[src/hw/rtl/sdf_pkg.sv]
// Shared types and constants for the signed decimal text formatter.
// Used by sdf_bcd_cell, sdf_digit_chain and signed_decimal_text_formatter.
package sdf_pkg;

    localparam int VALUE_W    = 64;
    localparam int CHAR_W     = 8;
    localparam int CFG_W      = 7;
    localparam int CFG_IDX_W  = 2;
    localparam int NUM_DIGITS = 19;   // |most negative 64-bit value| has 19 digits
    localparam int BCD_W      = 4;

    localparam logic [CHAR_W-1:0] CH_SPACE = 8'h20;
    localparam logic [CHAR_W-1:0] CH_PLUS  = 8'h2B;
    localparam logic [CHAR_W-1:0] CH_MINUS = 8'h2D;
    localparam logic [CHAR_W-1:0] CH_ZERO  = 8'h30;

    typedef enum logic [CFG_IDX_W-1:0] {
        REG_FIELD_WIDTH = 2'd0,
        REG_MIN_DIGITS  = 2'd1,
        REG_LEFT_ALIGN  = 2'd2,
        REG_FORCE_PLUS  = 2'd3
    } cfg_reg_t;

    typedef enum logic [1:0] {
        CELL_HOLD,
        CELL_CLEAR,
        CELL_DABBLE,
        CELL_SHIFT
    } cell_op_t;

    typedef struct packed {
        cell_op_t op;
        logic     ser_bit;
    } chain_ctl_t;

endpackage

[src/hw/rtl/signed_decimal_text_formatter.sv]
// Signed 64-bit integer to printf %d text, one character per output beat.
// A new value is taken only while idle, after the last character of the previous one.
// Conversion is a 64-step double-dabble pass through the digit chain, then one
// character per cycle goes out while m_tready does not stall the output.
// Reset (rst_n, async, active low) clears state, output valid and config registers.
module signed_decimal_text_formatter #(
    parameter int MAX_TEXT = 64
) (
    input  logic                          clk,
    input  logic                          rst_n,
    input  logic                          s_tvalid,
    output logic                          s_tready,
    input  logic [sdf_pkg::VALUE_W-1:0]   s_tdata,   // [63:0] value
    output logic                          m_tvalid,
    input  logic                          m_tready,
    output logic [sdf_pkg::CHAR_W-1:0]    m_tdata,   // [7:0] char_code
    output logic                          m_tlast,   // last_char
    input  logic                          cfg_wr_en,
    input  logic [sdf_pkg::CFG_IDX_W-1:0] cfg_index,
    input  logic [sdf_pkg::CFG_W-1:0]     cfg_data
);

    localparam int CW  = ($clog2(MAX_TEXT + 1) > 7) ? $clog2(MAX_TEXT + 1) : 7;
    localparam int NDW = $clog2(sdf_pkg::NUM_DIGITS + 1);
    localparam int BCW = $clog2(sdf_pkg::VALUE_W);
    localparam logic [CW-1:0]  MAX_T    = CW'(MAX_TEXT);
    localparam logic [NDW-1:0] ND_FULL  = NDW'(sdf_pkg::NUM_DIGITS);
    localparam logic [BCW-1:0] LAST_BIT = BCW'(sdf_pkg::VALUE_W - 1);

    typedef enum logic [2:0] {
        ST_IDLE,
        ST_CONV,
        ST_NORM,
        ST_LAY,
        ST_LAY2,
        ST_EMIT
    } state_t;

    state_t state_reg;

    logic [6:0] field_width_reg;
    logic [5:0] min_digits_reg;
    logic       left_align_reg;
    logic       force_plus_reg;

    logic [sdf_pkg::VALUE_W-1:0] mag_reg;
    logic                        neg_reg;
    logic [BCW-1:0]              bit_cnt_reg;
    logic [NDW-1:0]              ndig_reg;
    logic [CW-1:0]               zeros_reg;
    logic [CW-1:0]               body_reg;
    logic [CW-1:0]               wid_reg;
    logic [CW-1:0]               a_reg;
    logic [CW-1:0]               b_reg;
    logic [CW-1:0]               c_reg;
    logic [CW-1:0]               d_reg;
    logic [CW-1:0]               last_reg;
    logic [CW-1:0]               pos_reg;

    logic                        m_tvalid_reg;
    logic [sdf_pkg::CHAR_W-1:0]  m_tdata_reg;
    logic                        m_tlast_reg;

    logic                        accept;
    logic                        emit_go;
    logic                        at_last;
    logic                        norm_shift;
    logic                        in_digits;
    logic                        sign_len;
    logic [sdf_pkg::BCD_W-1:0]   top_digit;
    logic [sdf_pkg::CHAR_W-1:0]  char_next;
    sdf_pkg::chain_ctl_t         chain_ctl;

    logic [CW-1:0] md_ext, nd_ext, ndt_max, lim, ndt, fw_ext, wid;
    logic [CW-1:0] total, pad, a_val;

    assign s_tready = (state_reg == ST_IDLE);
    assign accept   = s_tvalid && s_tready;
    assign emit_go  = (state_reg == ST_EMIT) && (!m_tvalid_reg || m_tready);
    assign at_last  = (pos_reg == last_reg);
    assign sign_len = neg_reg | force_plus_reg;

    assign norm_shift = (state_reg == ST_NORM) && (top_digit == '0) && (ndig_reg != NDW'(1));
    assign in_digits  = (pos_reg >= c_reg) && (pos_reg < d_reg);

    always_comb
    begin
        priority if (pos_reg < a_reg)
            char_next = sdf_pkg::CH_SPACE;
        else if (pos_reg < b_reg)
            char_next = neg_reg ? sdf_pkg::CH_MINUS : sdf_pkg::CH_PLUS;
        else if (pos_reg < c_reg)
            char_next = sdf_pkg::CH_ZERO;
        else if (pos_reg < d_reg)
            char_next = sdf_pkg::CH_ZERO + sdf_pkg::CHAR_W'(top_digit);
        else
            char_next = sdf_pkg::CH_SPACE;
    end

    always_comb
    begin
        chain_ctl.ser_bit = mag_reg[sdf_pkg::VALUE_W-1];
        priority if (accept)
            chain_ctl.op = sdf_pkg::CELL_CLEAR;
        else if (state_reg == ST_CONV)
            chain_ctl.op = sdf_pkg::CELL_DABBLE;
        else if (norm_shift || (emit_go && in_digits))
            chain_ctl.op = sdf_pkg::CELL_SHIFT;
        else
            chain_ctl.op = sdf_pkg::CELL_HOLD;
    end

    sdf_digit_chain u_chain (
        .clk       (clk),
        .ctl       (chain_ctl),
        .top_digit (top_digit)
    );

    // layout of the text: [pad][sign][zeros][digits][pad]
    always_comb
    begin
        md_ext  = CW'(min_digits_reg);
        nd_ext  = CW'(ndig_reg);
        ndt_max = (md_ext > nd_ext) ? md_ext : nd_ext;
        lim     = MAX_T - CW'(sign_len);
        ndt     = (ndt_max > lim) ? lim : ndt_max;
        fw_ext  = CW'(field_width_reg);
        wid     = (fw_ext > MAX_T) ? MAX_T : fw_ext;
        total   = (wid_reg > body_reg) ? wid_reg : body_reg;
        pad     = total - body_reg;
        a_val   = left_align_reg ? '0 : pad;
    end

    always_ff @(posedge clk or negedge rst_n)
    begin
        if (!rst_n)
        begin
            field_width_reg <= '0;
            min_digits_reg  <= '0;
            left_align_reg  <= 1'b0;
            force_plus_reg  <= 1'b0;
        end
        else if (cfg_wr_en)
        begin
            unique case (sdf_pkg::cfg_reg_t'(cfg_index))
                sdf_pkg::REG_FIELD_WIDTH: field_width_reg <= cfg_data;
                sdf_pkg::REG_MIN_DIGITS:  min_digits_reg  <= cfg_data[5:0];
                sdf_pkg::REG_LEFT_ALIGN:  left_align_reg  <= cfg_data[0];
                sdf_pkg::REG_FORCE_PLUS:  force_plus_reg  <= cfg_data[0];
                default:                  field_width_reg <= field_width_reg;
            endcase
        end
    end

    always_ff @(posedge clk or negedge rst_n)
    begin
        if (!rst_n)
        begin
            state_reg    <= ST_IDLE;
            m_tvalid_reg <= 1'b0;
            m_tdata_reg  <= '0;
            m_tlast_reg  <= 1'b0;
        end
        else
        begin
            unique case (state_reg)
                ST_IDLE: if (accept) state_reg <= ST_CONV;
                ST_CONV: if (bit_cnt_reg == LAST_BIT) state_reg <= ST_NORM;
                ST_NORM: if (!norm_shift) state_reg <= ST_LAY;
                ST_LAY:  state_reg <= ST_LAY2;
                ST_LAY2: state_reg <= ST_EMIT;
                ST_EMIT: if (emit_go && at_last) state_reg <= ST_IDLE;
                default: state_reg <= ST_IDLE;
            endcase

            if (emit_go)
            begin
                m_tvalid_reg <= 1'b1;
                m_tdata_reg  <= char_next;
                m_tlast_reg  <= at_last;
            end
            else if (m_tready)
            begin
                m_tvalid_reg <= 1'b0;
            end
        end
    end

    always_ff @(posedge clk)
    begin
        if (accept)
        begin
            mag_reg     <= s_tdata[sdf_pkg::VALUE_W-1] ? ('0 - s_tdata) : s_tdata;
            neg_reg     <= s_tdata[sdf_pkg::VALUE_W-1];
            bit_cnt_reg <= '0;
            ndig_reg    <= ND_FULL;
        end
        if (state_reg == ST_CONV)
        begin
            mag_reg     <= {mag_reg[sdf_pkg::VALUE_W-2:0], 1'b0};
            bit_cnt_reg <= bit_cnt_reg + BCW'(1);
        end
        if (norm_shift)
            ndig_reg <= ndig_reg - NDW'(1);
        if (state_reg == ST_LAY)
        begin
            zeros_reg <= ndt - nd_ext;
            body_reg  <= ndt + CW'(sign_len);
            wid_reg   <= wid;
        end
        if (state_reg == ST_LAY2)
        begin
            a_reg    <= a_val;
            b_reg    <= a_val + CW'(sign_len);
            c_reg    <= a_val + CW'(sign_len) + zeros_reg;
            d_reg    <= a_val + body_reg;
            last_reg <= total - CW'(1);
            pos_reg  <= '0;
        end
        if (emit_go)
            pos_reg <= pos_reg + CW'(1);
    end

    assign m_tvalid = m_tvalid_reg;
    assign m_tdata  = m_tdata_reg;
    assign m_tlast  = m_tlast_reg;

`ifndef SYNTHESIS
    a_busy_after_accept: assert property (@(posedge clk) disable iff (!rst_n)
        accept |=> !s_tready)
        else $error("input taken while a conversion was already running");

    a_ready_after_last: assert property (@(posedge clk) disable iff (!rst_n)
        (emit_go && at_last) |=> s_tready)
        else $error("block not idle after the last beat of a number");

    a_pos_in_range: assert property (@(posedge clk) disable iff (!rst_n)
        (state_reg == ST_EMIT) |-> (pos_reg <= last_reg))
        else $error("character position ran past the end of the text");

    a_layout_order: assert property (@(posedge clk) disable iff (!rst_n)
        (state_reg == ST_EMIT) |->
            (a_reg <= b_reg && b_reg <= c_reg && c_reg < d_reg && d_reg <= last_reg + CW'(1)))
        else $error("text layout boundaries out of order");

    a_ndig_range: assert property (@(posedge clk) disable iff (!rst_n)
        (state_reg == ST_EMIT) |-> (ndig_reg != '0 && ndig_reg <= ND_FULL))
        else $error("digit count out of range");
`endif

endmodule

[src/hw/rtl/sdf_bcd_cell.sv]
// One BCD digit cell: double-dabble step, digit shift toward the top, clear, hold.
// Depends on sdf_pkg.
module sdf_bcd_cell (
    input  logic                      clk,
    input  sdf_pkg::cell_op_t         op,
    input  logic                      bit_in,
    input  logic [sdf_pkg::BCD_W-1:0] digit_in,
    output logic [sdf_pkg::BCD_W-1:0] digit,
    output logic                      carry_out
);

    logic [sdf_pkg::BCD_W-1:0] digit_reg;
    logic [sdf_pkg::BCD_W-1:0] digit_next;
    logic [sdf_pkg::BCD_W-1:0] adj;

    always_comb
    begin
        adj = (digit_reg >= 4'd5) ? digit_reg + 4'd3 : digit_reg;
        unique case (op)
            sdf_pkg::CELL_HOLD:   digit_next = digit_reg;
            sdf_pkg::CELL_CLEAR:  digit_next = '0;
            sdf_pkg::CELL_DABBLE: digit_next = {adj[2:0], bit_in};
            sdf_pkg::CELL_SHIFT:  digit_next = digit_in;
            default:              digit_next = digit_reg;
        endcase
    end

    assign carry_out = adj[3];
    assign digit     = digit_reg;

    always_ff @(posedge clk)
    begin
        digit_reg <= digit_next;
    end

endmodule

[src/hw/rtl/sdf_digit_chain.sv]
// Row of BCD cells: binary bits enter at the bottom, digits leave at the top.
// Depends on sdf_pkg and sdf_bcd_cell.
module sdf_digit_chain (
    input  logic                      clk,
    input  sdf_pkg::chain_ctl_t       ctl,
    output logic [sdf_pkg::BCD_W-1:0] top_digit
);

    logic [sdf_pkg::BCD_W-1:0] dig [sdf_pkg::NUM_DIGITS+1];
    logic                      carry [sdf_pkg::NUM_DIGITS];

    assign dig[0]   = '0;
    assign carry[0] = ctl.ser_bit;

    for (genvar i = 0; i < sdf_pkg::NUM_DIGITS; i++)
    begin : g_cell
        if (i < sdf_pkg::NUM_DIGITS - 1)
        begin : g_mid
            sdf_bcd_cell u_cell (
                .clk       (clk),
                .op        (ctl.op),
                .bit_in    (carry[i]),
                .digit_in  (dig[i]),
                .digit     (dig[i+1]),
                .carry_out (carry[i+1])
            );
        end
        else
        begin : g_top
            sdf_bcd_cell u_cell (
                .clk       (clk),
                .op        (ctl.op),
                .bit_in    (carry[i]),
                .digit_in  (dig[i]),
                .digit     (dig[i+1]),
                .carry_out ()
            );
        end
    end

    assign top_digit = dig[sdf_pkg::NUM_DIGITS];

endmodule
[config.mk]
export PLATFORM = sky130hd
export DESIGN_NAME = signed_decimal_text_formatter
export DESIGN_NICKNAME = d
export VERILOG_FILES = /design/src/hw/rtl/sdf_pkg.sv /design/src/hw/rtl/signed_decimal_text_formatter.sv /design/src/hw/rtl/sdf_bcd_cell.sv /design/src/hw/rtl/sdf_digit_chain.sv
export SDC_FILE = /design/constraint.sdc
export NUM_CORES = 1
export LEC_CHECK = 0
export ABC_AREA = 1
export BUFFER_PORTS_ARGS = -buffer_cell sky130_fd_sc_hd__buf_4
export CORE_AREA = 2 2 137 239
export DETAILED_ROUTE_END_ITERATION = 7
export DIE_AREA = 0 0 139 241
export HOLD_SLACK_MARGIN = 0.06
export PLACE_DENSITY_LB_ADDON = 0.12
export SLEW_MARGIN = 20
export SYNTH_ARGS = -nofsm -noshare
export SYNTH_HDL_FRONTEND = slang
export SYNTH_HIERARCHICAL = 1
export SYNTH_SLANG_ARGS = --single-unit
[constraint.sdc]
create_clock -name clk -period 4.3 [get_ports clk]
set_input_delay 0.86 -clock clk [delete_from_list [all_inputs] [get_ports clk]]
set_output_delay 0.86 -clock clk [all_outputs]
set_load 0.03 [all_outputs]
Word-level counts from Yosys, hierarchy flattened

Index checks and enable logic that the tools add are counted.

Bits in registers: 243
Logic and storage cells: 210

Add/sub/neg operators: 32
Magnitude comparators: 28
Eq/ne operators: 18
Muxes and demuxes: 66
Bitwise logic cells: 1
Reductions and logical operators: 24

Operators by type and width:

| kind                                                                                 | count |
|---|---|
| 4-bit one-hot mux with 3 select lines                                                | 18 |
| 64-bit two-way mux                                                                   | 3 |
| 4-bit by 3-bit greater-or-equal comparator with 1-bit output (second input constant) | 19 |
| 4-bit by 2-bit adder with 4-bit output (second input constant)                       | 18 |
| 4-bit two-way mux                                                                    | 18 |
| 1-bit by 64-bit subtractor with 64-bit output (first input constant)                 | 1 |
| 7-bit two-way mux                                                                    | 8 |
| 7-bit less-than comparator                                                           | 4 |
| 3-bit two-way mux                                                                    | 6 |
| 6-bit two-way mux                                                                    | 3 |
| 3-bit one-hot mux with 6 select lines                                                | 1 |
| 7-bit by 1-bit adder with 7-bit output                                               | 2 |
| 7-bit adder                                                                          | 2 |
| 5-bit two-way mux                                                                    | 2 |
| 2-bit == test (second input constant)                                                | 4 |
| 8-bit two-way mux                                                                    | 1 |
| 4-bit one-hot mux with 2 select lines                                                | 1 |
| 2-bit AND reduction                                                                  | 4 |
| 2-bit nonzero test                                                                   | 4 |
| 6-bit by 4-bit adder with 7-bit output (first input constant)                        | 1 |
| 7-bit by 1-bit adder with 7-bit output (second input constant)                       | 1 |
| 7-bit == test                                                                        | 1 |
| 7-bit greater-or-equal comparator                                                    | 1 |
| 6-bit by 7-bit greater-than comparator with 1-bit output                             | 1 |
| other kinds (29)                                                                     | 45 |

Depth between registers and ports, before layout

Word-level depth: 11
Mapped depth: 27
Mapped depth without buffers: 27

Hierarchy

The synthesis kept the hierarchy.

By module, submodules not included:

| module                        | instances | cells each | area each (um2) |
|---|---|---|---|
| signed_decimal_text_formatter | 1         | 1359       | 11203.2 |
| sdf_bcd_cell                  | 19        | 38         | 310.3 |
| sdf_digit_chain               | 1         | 1          | 3.8 |

Least setup slack after synthesis

No wires, ideal clock.

Path type: in2reg
Start point: input port m_tready
End point: register u_chain.g_cell[0].g_mid.u_cell.digit_reg, in the netlist u_chain/g_cell[0].g_mid.u_cell/digit[0] (enable)
Library setup time: 0.284 ns
Data arrival time: 4.539 ns
Data required time: 4.016 ns
Slack: -0.523 ns
Stages on the path: 5
Buffers on the path: 0
Path through: o21ai_0 > inv_1 > a31oi_1 > nand2_1 > or2_2

RTL lines:

| what                 | RTL line                            | RTL |
|---|---|---|
| from (decl)          | signed_decimal_text_formatter.sv:15 | `input logic m_tready,` |
| to (signal assigned) | sdf_bcd_cell.sv:33                  | `digit_reg <= digit_next;` |
| to (decl)            | sdf_bcd_cell.sv:12                  | `logic [sdf_pkg::BCD_W-1:0] digit_reg;` |

Final worst setup path

Start point: register wid_reg[6]
End point: register c_reg[6], data pin

Longest elaborated chain between the ends: 6

RTL lines:

| what                                     | RTL line                             | RTL |
|---|---|---|
| from (decl)                              | signed_decimal_text_formatter.sv:52  | `logic [CW-1:0] wid_reg;` |
| from (signal assigned)                   | signed_decimal_text_formatter.sv:209 | `wid_reg <= wid;` |
| 7-bit greater-than comparator            | signed_decimal_text_formatter.sv:129 | `total = (wid_reg > body_reg) ? wid_reg : body_reg;` |
| 7-bit two-way mux *                      | signed_decimal_text_formatter.sv:129 |  |
| 7-bit subtractor *                       | signed_decimal_text_formatter.sv:130 | `pad = total - body_reg;` |
| 7-bit two-way mux *                      | signed_decimal_text_formatter.sv:131 | `a_val = left_align_reg ? '0 : pad;` |
| 7-bit by 1-bit adder with 7-bit output * | signed_decimal_text_formatter.sv:215 | `c_reg <= a_val + CW'(sign_len) + zeros_reg;` |
| 7-bit adder *                            | signed_decimal_text_formatter.sv:215 |  |
| to (signal assigned)                     | signed_decimal_text_formatter.sv:215 |  |
| to (decl)                                | signed_decimal_text_formatter.sv:55  | `logic [CW-1:0] c_reg;` |

Mark *: on every way between the ends. The rest lies on a longest branch, timed or not.
A chain may end at the register's enable or synchronous reset.

==> impl_metrics.tcl <==
set metrics [dict create \
    hold_buffers 0 \
    nets 2393 \
    power.density_cell_area_nw_per_um2 738 \
    drtPass1Iterations 7 \
    io_buffers 86 \
    syn_to_final_growth_pct 14.0 \
    r2r_end "c_reg[6]" \
    end_kind "flip-flop" \
    slowest_stage "edfxtp_1" \
    max_stage_delay_ns 0.43 \
    worst_pin_slew_ns 0.752 \
    postSynthAreaPerCell_um2 8.22 \
    avgRoutedWirePerCell_um 15.2 \
    rsz0062_at_grt "true" \
    critPathKind "flip-flop to flip-flop" \
    largest_reg_flops 72 \
    die_y_um 241 \
    clk_latency_ns 0.56 \
    drive_gt1_share_pct 17.1 \
    finalCritPeriodShare_pct 96.4 \
    synth_area_um2 17100 \
    rows 86 \
    gr-total-overflow 0 \
    final_cells 2614 \
    cts_tree "built" \
    placed_cells_incl_taps 2558 \
    dieArea_um2 33500 \
    first_iter_violations 783 \
    die_w_um 139 \
    p_int_mw 8.20 \
    fill_cells 2786 \
    place.gp.congestion 1.00 \
    worstPathCellList "ha_4 > nand2_1 > nor2_1 > nand2_1 > o211ai_1 > nand2_2 > nor2_1 > a21oi_2 > ha_2 > fa_2 > nor2_4 > o21ai_1 > nand2_1 > nor2_1 > nand3b_1 > nor3_2 > xor2_1 > ha_1 > a21oi_2 > xnor2_1 > xor2_1" \
    finalHoldViolations 0 \
    swShare_pct 42.9 \
    drv_cap 0 \
    path_max_fanout 6 \
    combPwrFrac_pct 49.4 \
    cts.sinks 241 \
    start_kind "flip-flop" \
    dpl.hpwl_um 29500 \
    root_buffer "clkbuf_16" \
    peakVddDrop_mv 0.640 \
    drc 0 \
    design.core.area_um2 31400 \
    initial_core_util_pct 54.3 \
    relSlewSlack_pct 49.5 \
    ios 89 \
    num_antenna_cells 0 \
    synthCells 2077 \
    clockBufferDepth 3 \
    setup_tns_ns 0 \
    fin_ws_ns 0.153 \
    min_path_type "primary input to async pin" \
    ff2ff_setup_slack_ns 0.15 \
    skew_ns 0.0316 \
    path_clk_slew_ns 0.07 \
    yosys_warnings 6 \
    ff2ff_path_depth 21 \
    report.final.slew_viol_count 0 \
    seqPwrFrac_pct 34.3 \
    clockPowerShare_pct 16.2 \
    grt_pass1_vias 14305 \
    viasPerCell 5.47 \
    timing.fmax_mhz 241 \
    outcome "finished, final reports clean" \
    leakagePower_nw 8.66 \
    num_vias 14310 \
    final.min_clock_period_ns 4.15 \
    htree_num_levels 1 \
    grt_antenna_before_repair 0 \
    r2r-start "wid_reg[6]" \
    p_sw_mw 6.17 \
    finalSetupViolCount 0 \
    required_ns 4.59 \
    cts_buffers 25 \
    detail-route-antenna-nets 0 \
    place_ws_ns 0.0195 \
    totalWireLength_um 39800 \
    arrival_ns 4.44 \
    grt_max_degree 115 \
    grt_usage_pct 23.6 \
    grt_pass1_wl_um 65900 \
]
## cells in the final DEF (no fill, tap or decap), drive strengths merged, types with 6 or more instances in the layout
| cell type | instances |
|---|---|
| nand2 | 507 |
| nand4 | 63 |
| o21ai | 136 |
| nor4 | 10 |
| a21boi | 18 |
| nand3b | 6 |
| xnor2 | 17 |
| edfxtp | 214 |
| a32o | 11 |
| or2 | 27 |
| clkbuf | 27 |
| ha | 112 |
| nor3 | 25 |
| nor2 | 168 |
| a21oi | 91 |
| xor2 | 34 |
| buf | 123 |
| conb | 6 |
| inv | 301 |
| clkinv | 12 |
| nand3 | 239 |
| dfrtp | 26 |
## power groups by stage
stage	clock network, mW	registers [mW]	logic [mW]
5_1_grt	2.46	5.07	8.07
6_report	2.33	4.93	7.10
2_1_floorplan	0	4.84	5.22
3_5_place_dp	0	4.97	6.88
4_1_cts	2.39	4.94	6.93
3_3_place_gp	0	4.95	6.65
## per-stage QoR
step | total power, mW | cell area [um^2] | hold slack (ns) | utilization (%)
6_report | 14.4 | 19500 | 0.220 | 61.9
3_5_place_dp | 11.9 | 18400 | 0.456 | 58.4
3_3_place_gp | 11.6 | 18400 | 0.444 | 58.4
5_1_grt | 15.6 | 19500 | 0.234 | 61.9
4_1_cts | 14.3 | 19200 | 0.215 | 61.2
2_1_floorplan | 10.1 | 17100 | 0.432 | -
## layer usage
metal	share of wire (%)	track usage, %	vias to the layer above
li1	-	-	7259
met4	5.0	11.8	0
met2	54	46.5	307
met1	37	24.6	6626
met5	0	0	-
met3	3.8	2.60	118
## what timing repair did
action                                  CTS  global route
buffers inserted                          0            10
endpoints found under the setup margin    2             5
pin swaps                                 0            12
gates resized for setup                   4            35
## final cells by class
cell class	instances	area [um^2]	area share [%]
clock buffer	27	633	3.25
multi-input combinational	1507	8920	45.9
sequential	241	7100	36.5
tap	396	495	2.55
inverter	301	1130	5.81
clock inverter	19	233	1.20
timing repair buffer	123	948	4.87
## critical path: cells and delay by family (launching register included)
kind / cells / cell delay, ns
compound gates: 4 / 0.40
xor+xnor: 3 / 0.52
simple gates: 10 / 1.36
fa+ha+maj: 4 / 1.18
flops: 1 / 0.43
## worst max-delay path by stage
| stage | start | endpoint | slack, ns | depth (start not counted) |
|---|---|---|---|---|
| 2_1_floorplan | body_reg[1] | c_reg[5] | 0.02 | 23 |
| 3_3_place_gp | body_reg[2] | d_reg[6] | 0.08 | 23 |
| 3_5_place_dp | body_reg[2] | c_reg[5] | 0.02 | 23 |
| 4_1_cts | wid_reg[6] | c_reg[6] | 0.03 | 21 |
| 5_1_grt | body_reg[5] | c_reg[6] | -0.1 | 22 |
| 6_report | wid_reg[6] | c_reg[6] | 0.15 | 21 |
(Power assumes the default switching activity.)
